==> src/hw/rtl/totp_code_generate_verify_defines.svh <==
// ----------------------------------------------------------------------------
// totp assertion macros
// shared property shapes for the totp block
// ----------------------------------------------------------------------------
`ifndef TOTP_CODE_GENERATE_VERIFY_DEFINES_SVH
`define TOTP_CODE_GENERATE_VERIFY_DEFINES_SVH

// same-cycle implication, checked out of reset
`define TOTP_ASSERT_IMP(lbl, ante, cons) \
	lbl: assert property (@(posedge clk) disable iff (!arst_n) (ante) |-> (cons)) \
		else $error("totp assertion failed");

// next-cycle implication, checked out of reset
`define TOTP_ASSERT_NXT(lbl, ante, cons) \
	lbl: assert property (@(posedge clk) disable iff (!arst_n) (ante) |=> (cons)) \
		else $error("totp assertion failed");

`endif

==> src/hw/rtl/totp_pkg.sv <==
// ----------------------------------------------------------------------------
// totp_pkg
// types, constants and helpers shared by the totp generator and checker
// ----------------------------------------------------------------------------
package totp_pkg;

	localparam int SECRET_BYTES = 20;

	// transfer payloads
	typedef struct packed {
		logic [62:0] unix_seconds;
		logic [29:0] presented_code;
	} totp_in_t;

	typedef struct packed {
		logic [29:0]        current_code;
		logic               code_matches;
		logic signed [3:0]  match_offset;
	} totp_out_t;

	// configuration register indexes
	localparam logic [2:0] REG_KEY_HIGH  = 3'd0;
	localparam logic [2:0] REG_KEY_MID   = 3'd1;
	localparam logic [2:0] REG_KEY_LOW   = 3'd2;
	localparam logic [2:0] REG_STEP      = 3'd3;
	localparam logic [2:0] REG_DIGITS    = 3'd4;
	localparam logic [2:0] REG_TOLERANCE = 3'd5;

	// sha-1 initial chaining value
	localparam logic [159:0] SHA_H0 =
		160'h67452301_EFCDAB89_98BADCFE_10325476_C3D2E1F0;

	// round constants
	localparam logic [31:0] SHA_K0 = 32'h5A827999;
	localparam logic [31:0] SHA_K1 = 32'h6ED9EBA1;
	localparam logic [31:0] SHA_K2 = 32'h8F1BBCDC;
	localparam logic [31:0] SHA_K3 = 32'hCA62C1D6;

	// padded message lengths in bits
	localparam logic [63:0] INNER_BITS = 64'd576;
	localparam logic [63:0] OUTER_BITS = 64'd672;

	// 10 to the power of a clamped digit count
	function automatic logic [29:0] pow10(input logic [3:0] digits);
		logic [29:0] m;
		unique case (digits)
			4'd1:    m = 30'd10;
			4'd2:    m = 30'd100;
			4'd3:    m = 30'd1000;
			4'd4:    m = 30'd10000;
			4'd5:    m = 30'd100000;
			4'd6:    m = 30'd1000000;
			4'd7:    m = 30'd10000000;
			4'd8:    m = 30'd100000000;
			default: m = 30'd1000000000;
		endcase
		return m;
	endfunction

endpackage

==> src/hw/rtl/totp_sha1.sv <==
// ----------------------------------------------------------------------------
// totp_sha1
// sha-1 compression, one round per clock, 16-word message schedule shift line
// ----------------------------------------------------------------------------
module totp_sha1 import totp_pkg::*; (
	input  logic         clk,
	input  logic         arst_n,
	input  logic         start,
	input  logic [511:0] block,
	input  logic [159:0] hin,
	output logic         done,
	output logic [159:0] hout
);

	logic         busy_q, fin_q, done_q;
	logic [6:0]   rnd_q;
	logic [31:0]  a_q, b_q, c_q, d_q, e_q;
	logic [31:0]  w_q [16];
	logic [159:0] hin_q, hout_q;
	logic [31:0]  f, k, t, wnew, wx;

	// round function and constant
	always_comb begin
		priority if (rnd_q < 7'd20) begin
			f = (b_q & c_q) | (~b_q & d_q);
			k = SHA_K0;
		end else if (rnd_q < 7'd40) begin
			f = b_q ^ c_q ^ d_q;
			k = SHA_K1;
		end else if (rnd_q < 7'd60) begin
			f = (b_q & c_q) | (b_q & d_q) | (c_q & d_q);
			k = SHA_K2;
		end else begin
			f = b_q ^ c_q ^ d_q;
			k = SHA_K3;
		end
		t    = {a_q[26:0], a_q[31:27]} + f + e_q + k + w_q[0];
		wx   = w_q[13] ^ w_q[8] ^ w_q[2] ^ w_q[0];
		wnew = {wx[30:0], wx[31]};
	end

	// round sequencing
	always_ff @(posedge clk or negedge arst_n) begin
		if (!arst_n) begin
			busy_q <= 1'b0;
			fin_q  <= 1'b0;
			done_q <= 1'b0;
			rnd_q  <= '0;
		end else begin
			done_q <= 1'b0;
			if (start) begin
				busy_q <= 1'b1;
				rnd_q  <= '0;
			end else if (busy_q) begin
				rnd_q <= rnd_q + 7'd1;
				if (rnd_q == 7'd79) begin
					busy_q <= 1'b0;
					fin_q  <= 1'b1;
				end
			end else if (fin_q) begin
				fin_q  <= 1'b0;
				done_q <= 1'b1;
			end
		end
	end

	// working variables and schedule
	always_ff @(posedge clk) begin
		if (start) begin
			hin_q <= hin;
			a_q <= hin[159:128];
			b_q <= hin[127:96];
			c_q <= hin[95:64];
			d_q <= hin[63:32];
			e_q <= hin[31:0];
			for (int j = 0; j < 16; j++) begin
				w_q[j] <= block[511 - 32*j -: 32];
			end
		end else if (busy_q) begin
			a_q <= t;
			b_q <= a_q;
			c_q <= {b_q[1:0], b_q[31:2]};
			d_q <= c_q;
			e_q <= d_q;
			for (int j = 0; j < 15; j++) begin
				w_q[j] <= w_q[j+1];
			end
			w_q[15] <= wnew;
		end else if (fin_q) begin
			hout_q <= {hin_q[159:128] + a_q, hin_q[127:96] + b_q,
				hin_q[95:64] + c_q, hin_q[63:32] + d_q, hin_q[31:0] + e_q};
		end
	end

	assign done = done_q;
	assign hout = hout_q;

endmodule

==> src/hw/rtl/totp_div.sv <==
// ----------------------------------------------------------------------------
// totp_div
// restoring divider, one quotient bit per clock, 64-bit dividend
// ----------------------------------------------------------------------------
module totp_div import totp_pkg::*; (
	input  logic        clk,
	input  logic        arst_n,
	input  logic        start,
	input  logic [63:0] dividend,
	input  logic [29:0] divisor,
	output logic        done,
	output logic [63:0] quotient,
	output logic [29:0] remainder
);

	logic        busy_q, done_q;
	logic [5:0]  cnt_q;
	logic [63:0] dvd_q;
	logic [29:0] rem_q, div_q;
	logic [30:0] trial, diff;
	logic        ge;

	// one trial subtraction
	always_comb begin
		trial = {rem_q, dvd_q[63]};
		diff  = trial - {1'b0, div_q};
		ge    = trial >= {1'b0, div_q};
	end

	// iteration control
	always_ff @(posedge clk or negedge arst_n) begin
		if (!arst_n) begin
			busy_q <= 1'b0;
			done_q <= 1'b0;
			cnt_q  <= '0;
		end else begin
			done_q <= 1'b0;
			if (start) begin
				busy_q <= 1'b1;
				cnt_q  <= '0;
			end else if (busy_q) begin
				cnt_q <= cnt_q + 6'd1;
				if (cnt_q == 6'd63) begin
					busy_q <= 1'b0;
					done_q <= 1'b1;
				end
			end
		end
	end

	// datapath
	always_ff @(posedge clk) begin
		if (start) begin
			dvd_q <= dividend;
			div_q <= divisor;
			rem_q <= '0;
		end else if (busy_q) begin
			rem_q <= ge ? diff[29:0] : trial[29:0];
			dvd_q <= {dvd_q[62:0], ge};
		end
	end

	assign done      = done_q;
	assign quotient  = dvd_q;
	assign remainder = rem_q;

endmodule

==> src/hw/rtl/totp_code_generate_verify.sv <==
// ----------------------------------------------------------------------------
// totp_code_generate_verify
// time-based one-time code generation and checking with hmac-sha1
// ----------------------------------------------------------------------------
// One item at a time. The time is divided by the step length in the
// divider, then each computed window runs four sha-1 compressions on the
// single one-round-per-clock core and a modulo on the same divider. The
// current window is always computed; the others are tried from the most
// negative offset up and the search stops at the first match. The input is
// stalled until the result has been transferred.
`include "totp_code_generate_verify_defines.svh"

module totp_code_generate_verify import totp_pkg::*; (
	input  logic        clk,
	input  logic        arst_n,
	input  logic        cfg_write,
	input  logic [2:0]  cfg_index,
	input  logic [63:0] cfg_data,
	input  logic        in_valid,
	output logic        in_stall,
	input  totp_in_t    in_data,
	output logic        out_valid,
	input  logic        out_stall,
	output totp_out_t   out_data
);

	typedef enum logic [3:0] {
		S_IDLE, S_TDIV, S_H1, S_H2, S_H3, S_H4, S_MOD, S_WIN, S_OUT
	} state_t;

	state_t state_q;

	// configuration registers
	logic [63:0] key_high_q, key_mid_q;
	logic [31:0] key_low_q;
	logic [11:0] step_q;
	logic [3:0]  digits_q;
	logic [2:0]  tol_q;

	// item and working registers
	logic [62:0]       now_q;
	logic [29:0]       pres_q, cur_q;
	logic [63:0]       q_q, ctr_q;
	logic [159:0]      chain_q, ihash_q, mac_q;
	logic signed [3:0] off_q;
	logic              cur_phase_q, sha_start_q, div_start_q, out_valid_q;
	totp_out_t         out_q;

	// derived values
	logic [11:0]       step_eff;
	logic [3:0]        digits_eff;
	logic [2:0]        tol_eff;
	logic [29:0]       modulus;
	logic [159:0]      key, pad_i, pad_o, mac_sh;
	logic [511:0]      blk;
	logic [159:0]      hin;
	logic [31:0]       bin;
	logic [63:0]       ctr_next, div_dvd;
	logic [29:0]       div_dsr;
	logic [3:0]        off_mag;
	logic              skip, past_end;
	logic signed [3:0] tol_s;

	logic         sha_done, div_done;
	logic [159:0] sha_hout;
	logic [63:0]  div_quot;
	logic [29:0]  div_rem;

	// clamped settings
	always_comb begin
		step_eff   = (step_q == '0) ? 12'd1 : step_q;
		digits_eff = (digits_q == '0) ? 4'd1 : ((digits_q > 4'd9) ? 4'd9 : digits_q);
		tol_eff    = (tol_q > 3'd4) ? 3'd4 : tol_q;
		tol_s      = signed'({1'b0, tol_eff});
		modulus    = pow10(digits_eff);
	end

	// hmac message blocks
	always_comb begin
		key   = {key_high_q, key_mid_q, key_low_q};
		pad_i = key ^ {SECRET_BYTES{8'h36}};
		pad_o = key ^ {SECRET_BYTES{8'h5C}};
		unique case (state_q)
			S_H1:    blk = {pad_i, {(64 - SECRET_BYTES){8'h36}}};
			S_H2:    blk = {ctr_q, 8'h80, 376'b0, INNER_BITS};
			S_H3:    blk = {pad_o, {(64 - SECRET_BYTES){8'h5C}}};
			default: blk = {ihash_q, 8'h80, 280'b0, OUTER_BITS};
		endcase
		hin = (state_q == S_H1 || state_q == S_H3) ? SHA_H0 : chain_q;
	end

	// dynamic truncation and divider operands
	always_comb begin
		mac_sh  = mac_q << {mac_q[3:0], 3'b000};
		bin     = {1'b0, mac_sh[158:128]};
		div_dvd = (state_q == S_TDIV) ? {1'b0, now_q} : 64'(bin);
		div_dsr = (state_q == S_TDIV) ? 30'(step_eff) : modulus;
	end

	// window selection
	always_comb begin
		off_mag  = 4'(-off_q);
		ctr_next = q_q + {{60{off_q[3]}}, off_q};
		skip     = (off_q < 0) && (q_q < 64'(off_mag));
		past_end = off_q > tol_s;
	end

	totp_sha1 u_sha (
		.clk    (clk),
		.arst_n (arst_n),
		.start  (sha_start_q),
		.block  (blk),
		.hin    (hin),
		.done   (sha_done),
		.hout   (sha_hout)
	);

	totp_div u_div (
		.clk       (clk),
		.arst_n    (arst_n),
		.start     (div_start_q),
		.dividend  (div_dvd),
		.divisor   (div_dsr),
		.done      (div_done),
		.quotient  (div_quot),
		.remainder (div_rem)
	);

	// configuration writes
	always_ff @(posedge clk or negedge arst_n) begin
		if (!arst_n) begin
			key_high_q <= '0;
			key_mid_q  <= '0;
			key_low_q  <= '0;
			step_q     <= 12'd30;
			digits_q   <= 4'd6;
			tol_q      <= 3'd1;
		end else if (cfg_write) begin
			unique case (cfg_index)
				REG_KEY_HIGH:  key_high_q <= cfg_data;
				REG_KEY_MID:   key_mid_q  <= cfg_data;
				REG_KEY_LOW:   key_low_q  <= cfg_data[31:0];
				REG_STEP:      step_q     <= cfg_data[11:0];
				REG_DIGITS:    digits_q   <= cfg_data[3:0];
				REG_TOLERANCE: tol_q      <= cfg_data[2:0];
				default: ;
			endcase
		end
	end

	// sequencer
	always_ff @(posedge clk or negedge arst_n) begin
		if (!arst_n) begin
			state_q     <= S_IDLE;
			sha_start_q <= 1'b0;
			div_start_q <= 1'b0;
			out_valid_q <= 1'b0;
			cur_phase_q <= 1'b0;
		end else begin
			sha_start_q <= 1'b0;
			div_start_q <= 1'b0;
			unique case (state_q)
				S_IDLE: begin
					if (in_valid) begin
						now_q       <= in_data.unix_seconds;
						pres_q      <= in_data.presented_code;
						div_start_q <= 1'b1;
						state_q     <= S_TDIV;
					end
				end
				S_TDIV: begin
					if (div_done) begin
						q_q         <= div_quot;
						ctr_q       <= div_quot;
						cur_phase_q <= 1'b1;
						sha_start_q <= 1'b1;
						state_q     <= S_H1;
					end
				end
				S_H1: begin
					if (sha_done) begin
						chain_q     <= sha_hout;
						sha_start_q <= 1'b1;
						state_q     <= S_H2;
					end
				end
				S_H2: begin
					if (sha_done) begin
						ihash_q     <= sha_hout;
						sha_start_q <= 1'b1;
						state_q     <= S_H3;
					end
				end
				S_H3: begin
					if (sha_done) begin
						chain_q     <= sha_hout;
						sha_start_q <= 1'b1;
						state_q     <= S_H4;
					end
				end
				S_H4: begin
					if (sha_done) begin
						mac_q       <= sha_hout;
						div_start_q <= 1'b1;
						state_q     <= S_MOD;
					end
				end
				S_MOD: begin
					if (div_done) begin
						if (cur_phase_q) begin
							cur_q       <= div_rem;
							cur_phase_q <= 1'b0;
							off_q       <= -tol_s;
							state_q     <= S_WIN;
						end else if (div_rem == pres_q) begin
							out_q       <= '{cur_q, 1'b1, off_q};
							out_valid_q <= 1'b1;
							state_q     <= S_OUT;
						end else begin
							off_q   <= off_q + 4'sd1;
							state_q <= S_WIN;
						end
					end
				end
				S_WIN: begin
					if (past_end) begin
						out_q       <= '{cur_q, 1'b0, 4'sd0};
						out_valid_q <= 1'b1;
						state_q     <= S_OUT;
					end else if (off_q == 4'sd0) begin
						if (cur_q == pres_q) begin
							out_q       <= '{cur_q, 1'b1, 4'sd0};
							out_valid_q <= 1'b1;
							state_q     <= S_OUT;
						end else begin
							off_q <= off_q + 4'sd1;
						end
					end else if (skip) begin
						off_q <= off_q + 4'sd1;
					end else begin
						ctr_q       <= ctr_next;
						sha_start_q <= 1'b1;
						state_q     <= S_H1;
					end
				end
				S_OUT: begin
					if (!out_stall) begin
						out_valid_q <= 1'b0;
						state_q     <= S_IDLE;
					end
				end
				default: state_q <= S_IDLE;
			endcase
		end
	end

	assign in_stall  = (state_q != S_IDLE);
	assign out_valid = out_valid_q;
	assign out_data  = out_q;

	// the hash core only finishes while a hash step is waiting on it
	`TOTP_ASSERT_IMP(a_sha_done_in_hash, sha_done,
		state_q == S_H1 || state_q == S_H2 || state_q == S_H3 || state_q == S_H4)
	// the divider only finishes while the sequencer waits on it
	`TOTP_ASSERT_IMP(a_div_done_in_div, div_done, state_q == S_TDIV || state_q == S_MOD)
	// a miss reports offset zero
	`TOTP_ASSERT_IMP(a_miss_offset_zero, out_valid_q && !out_q.code_matches,
		out_q.match_offset == 4'sd0)
	// a started hash step leaves no divider running
	`TOTP_ASSERT_NXT(a_sha_start_exclusive, sha_start_q, !div_done)

endmodule

==> config.mk <==
export PLATFORM = sky130hd
export DESIGN_NAME = totp_code_generate_verify
export DESIGN_NICKNAME = d
export VERILOG_FILES = /design/src/hw/rtl/totp_pkg.sv /design/src/hw/rtl/totp_sha1.sv /design/src/hw/rtl/totp_div.sv /design/src/hw/rtl/totp_code_generate_verify.sv
export VERILOG_INCLUDE_DIRS = /design/src /design/src/hw/rtl
export SDC_FILE = /design/constraint.sdc
export NUM_CORES = 2
export LEC_CHECK = 0
export ABC_AREA = 0
export BUFFER_PORTS_ARGS = -buffer_cell sky130_fd_sc_hd__buf_2
export CORE_ASPECT_RATIO = 0.75
export CORE_UTILIZATION = 60
export CTS_CLUSTER_DIAMETER = 100
export DETAILED_ROUTE_END_ITERATION = 6
export PLACE_DENSITY_LB_ADDON = 0.25
export SLEW_MARGIN = 20
export SYNTH_ARGS = -nofsm -noshare
export SYNTH_HDL_FRONTEND = slang
export SYNTH_HIERARCHICAL = 1
export SYNTH_SLANG_ARGS = --single-unit
==> constraint.sdc <==
create_clock -name clk -period 167.2 [get_ports clk]
set_clock_uncertainty 0.1 [all_clocks]
set_input_delay 33.44 -clock clk [delete_from_list [all_inputs] [get_ports clk]]
set_output_delay 33.44 -clock clk [all_outputs]
set_load 0.01 [all_outputs]
Word-level counts from Yosys, hierarchy flattened
Memory sizes are Yosys's and may differ from the RTL's.
Cells that the tools add are included.
W data, S select, Z words.

word-level totals
  bits in writable memories = 512
  output and inout port bits = 37
  register bits after elaboration = 1579
  logic and storage cells = 296
  memories = 2
  bits in read-only memories = 464
  input bits = 165

memories
  memory            words  bits a word  read ports  clocked after Yosys merged registers in  write ports  RTL line         text
  u_sha.w_q         16     32           16          0                                        16           totp_sha1.sv:18  logic [31:0] w_q [16];
  (name not given)  16     29           1           0                                        0            totp_pkg.sv:46   unique case (digits)

cells by class
  add/sub/neg operators = 16
  reduce and logical (&&, ||, !) cells = 36
  mux-type cells = 120
  order comparisons = 9
  equality and inequality tests = 38
  shifts and indexed selects = 1
  bitwise gates (word level) = 33

operators with widths
  operator           number
  $pmux W512 S3      1
  $mux W32           31
  $mux W64           6
  $add A32 B32 Y32   9
  $mux W35           6
  $mux W160          1
  $not A80 Y80       2
  $shl A160 B7 Y159  1
  $xor A32 B32 Y32   5
  $and A32 B32 Y32   4
  $pmux W64 S2       1
  $or A32 B32 Y32    3
  $mux W4            23
  $pmux W35 S2       1
  $add A64 B64 Y64   1
  $lt A64 B4 Y1      1
  $mux W63           1
  $eq A30 B30 Y1     2
  $pmux W4 S9        1
  $mux W1            34
  $not A32 Y32       1
  $ge A31 B30 Y1     1
  $mux W31           1
  $mux W30           1
  50 further kinds   115

Longest topological paths before layout
  depth after elaboration = 12
  gate-level depth with buffers = 24

Modules after synthesis
Netlist, hierarchy kept.

modules (own cells, without submodules)
  module                     times used  area an instance (sq um)  cells an instance  seq. area each (sq um)
  totp_sha1                  1           51911.0                   3668               30038.8
  totp_code_generate_verify  1           44647.8                   3358               27660.3
  totp_div                   1           7090.6                    611                3623.5

Least setup slack after synthesis
No wires, ideal clock.

  path type = register -> register
  start = register sha_start_q
  end = register u_sha.hout_q[0] (netlist: u_sha/hout[0]) (enable)
  clock period less this slack = 65.001 ns
  arrival = 59.547 ns
  data required time = 161.746 ns
  setup slack = 102.199 ns
  stages on the path, launching flop included = 6
  cells stage by stage = dfrtp_1 > clkbuf_1 > clkbuf_1 > or2_2 > clkbuf_1 > nor2_1

on the way
  word-level cells in the longest chain between the ends = 2

ends and longest elaborated chain
  item                                RTL line                          text
  from (decl)                         totp_code_generate_verify.sv:46   logic cur_phase_q, sha_start_q, div_start_q, out_valid_q;
  from (signal assigned)              totp_code_generate_verify.sv:155  sha_start_q <= 1'b0;
  from (signal assigned)              totp_code_generate_verify.sv:160  sha_start_q <= 1'b0;
  from (signal assigned)              totp_code_generate_verify.sv:176  sha_start_q <= 1'b1;
  $not A1 Y1 (no source line)         n/a
  $reduce_and A3 Y1 (no source line)  n/a
  to (signal assigned)                totp_sha1.sv:90                   hout_q <= {hin_q[159:128] + a_q, hin_q[127:96] + b_q,
  to (decl)                           totp_sha1.sv:19                   logic [159:0] hin_q, hout_q;

Every way passes these cells.
A chain may end at the register's enable or synchronous reset.

Worst setup path after layout
  start = input arst_n
  end = register chain_q[153] (enable)

on the way
  word-level cells in the longest chain between the ends = 1

ends and longest elaborated chain
  item                                RTL line                          text
  from (decl)                         totp_code_generate_verify.sv:15   input logic arst_n,
  $reduce_and A3 Y1 (no source line)  n/a
  to (signal assigned)                totp_code_generate_verify.sv:182  chain_q <= sha_hout;
  to (signal assigned)                totp_code_generate_verify.sv:196  chain_q <= sha_hout;
  to (decl)                           totp_code_generate_verify.sv:44   logic [159:0] chain_q, ihash_q, mac_q;

Every way passes these cells.

==> results.cfg <==
[die]
rows = 131
core_area_um2 = 171000
initial_core_util = 0.607
io_pins = 202
dieArea_um2 = 174000
die_y_um = 362
die_w_um = 482

[critical_path]
cp_max_fo = 64
worstSetupPathType = in -> reg
cp-startpoint = arst_n
path_cells = buf_8 > nand2_1 > nor2_4 > buf_4 > buf_4 > buf_4
crit_slowest_cell = buf_4
r2r_start = u_sha/rnd_q[4]$_DFFE_PN0P_
start_kind = input port
cp_data_required_time_ns = 167.57
arrival_ns = 36.85
critPathCaptureType = flop
cp_common_cell = buf_4
cpPeakStageDelay_ns = 0.89

[yosys]
synth.distinct_cells = 106
yosys.area.top_type_share = 0.536
synthSimpleGateAreaFrac = 0.0718
synthMuxAreaShare = 0.126
synth-xor-area-share = 0.0347
synth_top_family_by_area = multiplexers
synthAdderAreaFrac = 0.0613
synth_edf_count = 1851
synthCells = 7637
synth-seq-area-share = 0.592
synthArstFlopShare = 0.0983
synth_area_leaders = edfxtp_1 (54%), mux2_2 (9.2%), dfrtp_1 (4.8%), ha_1 (3.7%), mux4_2 (2.6%)
syn_avg_cell_area_um2 = 13.6
synth-compound-area-share = 0.0898
synth_top_area_cell = edfxtp_1
ys_ff_latch = 2086
syn_area_um2 = 104000
synth_ff_type = edfxtp_1
yosys_warnings = 6

[timing]
max_freq_mhz = 27.4
finalSetupTns_ns = 0
hold_violations = 0
whs_ns = 0.376
timing.final.crit_share = 0.218
worst_pin_slew_ns = 1.20
slew_violations = 0
period_needed_ns = 36.48
slew_headroom = 0.197
rsz0062_at_grt = false
setup_viol = 0

[cts]
htree_num_levels = 4
clock_path_buffers = 3
post-cts-setup-buffers = 0
cts_resized = 0
cts.sinks = 2086
cts_hold_buf = 0
clk_pin_slew_ns = 0.06
cts_tree = built
root_buffer = clkbuf_16
clk_latency_ns = 0.86
cts_made_buffers = 196

[routing]
routedWlPerCell_um = 32.7
drtPass1Iterations = 7
vias = 69800
totalWireLength_um = 338000
drcViolationCount = 12
drt_iter0_markers = 11400
via_per_inst = 6.76
drtAntennaViolNets = 0

[finish]
final_area_um2 = 114000
fin_cells = 10300
final_cell_mix = edfxtp_1 (1851), mux2_2 (849), nand2_1 (552), a21oi_1 (386), o21ai_0 (336)
multi_input_area_um2 = 40300
n_fill_cell = 12200
syn_to_final_growth_pct = 10.1
layout_commonest_cell = edfxtp_1
nNetsFinal = 8467
seqCellArea_um2 = 61300
drive_above_1_share = 0.207

[global_routing]
grt_max_degree = 175
antenna_found_initial = 66
grt_pass1_wl_um = 473000
grt_overflow = 0
track_usage = 0.385
grt_pass1_vias = 64100

[placement]
hpwlAfterDp_um = 245000
io_buffers = 201
place_area_um2 = 107000
place_inst = 9932
place.gp.congestion = 1.03

[power]
ir_drop_uv = 9.43
p_leak_nw = 41.4
power.density_nw_per_um2 = 10.5

[flow_run]
maxCapViolations = 0

[run_status]
status = finished with violations
violations = DRC

[hold_path]
hold_path.startpoint = u_div/quotient[26]$_DFFE_PP_
min_path_type = reg -> reg
flip-flops by register name (all words and copies together) (netlist names), 35 cells and up:
signal	count
u_sha/hout	160
key_mid_q	64
key_high_q	64
chain_q	160
ctr_q	64
u_sha/hin_q	160
now_q	63
mac_q	155
q_q	64
u_sha/w_q	512
ihash_q	160
out_data	35
u_div/quotient	64
worst max-delay path: cells and delay by family:
family / cells / cell delay (ns)
buffers and inverters: 4 / 2.67
and+or+nand+nor: 2 / 0.48
synthesized netlist by cell type, types with 76 or more instances:
master / count
ha_1: 305
edfxtp_1: 1851
xor2_1: 133
and2_1: 101
mux4_2: 119
nand3_1: 109
inv_1: 299
xnor2_1: 278
mux2_2: 849
nor2_1: 335
o21ai_0: 337
dfrtp_1: 198
or3_1: 99
a31oi_1: 76
a21o_1: 132
a21oi_1: 386
fa_1: 127
clkbuf_1: 292
mux2i_1: 79
nand2_1: 554
worst paths after layout:
path                                        endpoint  slack [ns]  depth (start not counted)
max                           chain_q[153]$_DFFE_PP_      130.72                          6
min                                q_q[26]$_DFFE_PP_        0.38                          0
max reg2reg                  u_sha/a_q[26]$_DFFE_PP_      159.35                         21
min reg2reg                        q_q[26]$_DFFE_PP_        0.38                          0
max in group asynchronous      div_start_q$_DFF_PN0_      133.22                          2
min in group asynchronous  key_mid_q[36]$_DFFE_PN0P_       32.42                          1
cell families (layout without fill, tap and decap cells):
family | Yosys count | count (layout)
other | 1 | 106
DFF | 2086 | 2086
xor gates and xnor gates | 411 | 411
muxes | 1047 | 1047
and+or+nand+nor | 1564 | 1564
AOI/OAI and AO/OA | 1428 | 1428
buffers and inverters | 668 | 984
adders and majority gates | 432 | 432
through the flow:
step            util  power, mW  setup slack (ns)
2_1_floorplan      -      0.685            102.20
3_3_place_gp   0.629      0.734            130.01
3_5_place_dp   0.629      0.737            129.93
4_1_cts        0.668       1.19            130.82
5_1_grt        0.668       1.22            130.64
6_report       0.668       1.19            130.72
cell type report:
type | instances | share of cell area
Multi-Input combinational cell | 4969 | 0.353
Timing Repair Buffer | 312 | 0.0167
Tap cell | 2261 | 0.0248
Clock inverter | 96 | 0.00956
Inverter | 305 | 0.0101
Clock buffer | 271 | 0.0480
Antenna cell | 19 | 0.000417
Sequential cell | 2086 | 0.538
report_power, final:
group / internal [mW] / switching, mW
Sequential: 0.587 / 0.0359
Combinational: 0.0488 / 0.0594
Clock: 0.258 / 0.205
metal layers:
metal,track usage,share of wire,vias up
li1,-,-,29300
met5,0,0.00091,-
met4,0.162,0.048,44
met3,0.149,0.16,710
met1,0.560,0.39,34800
met2,0.511,0.40,4918
(Power assumes the default switching activity.)
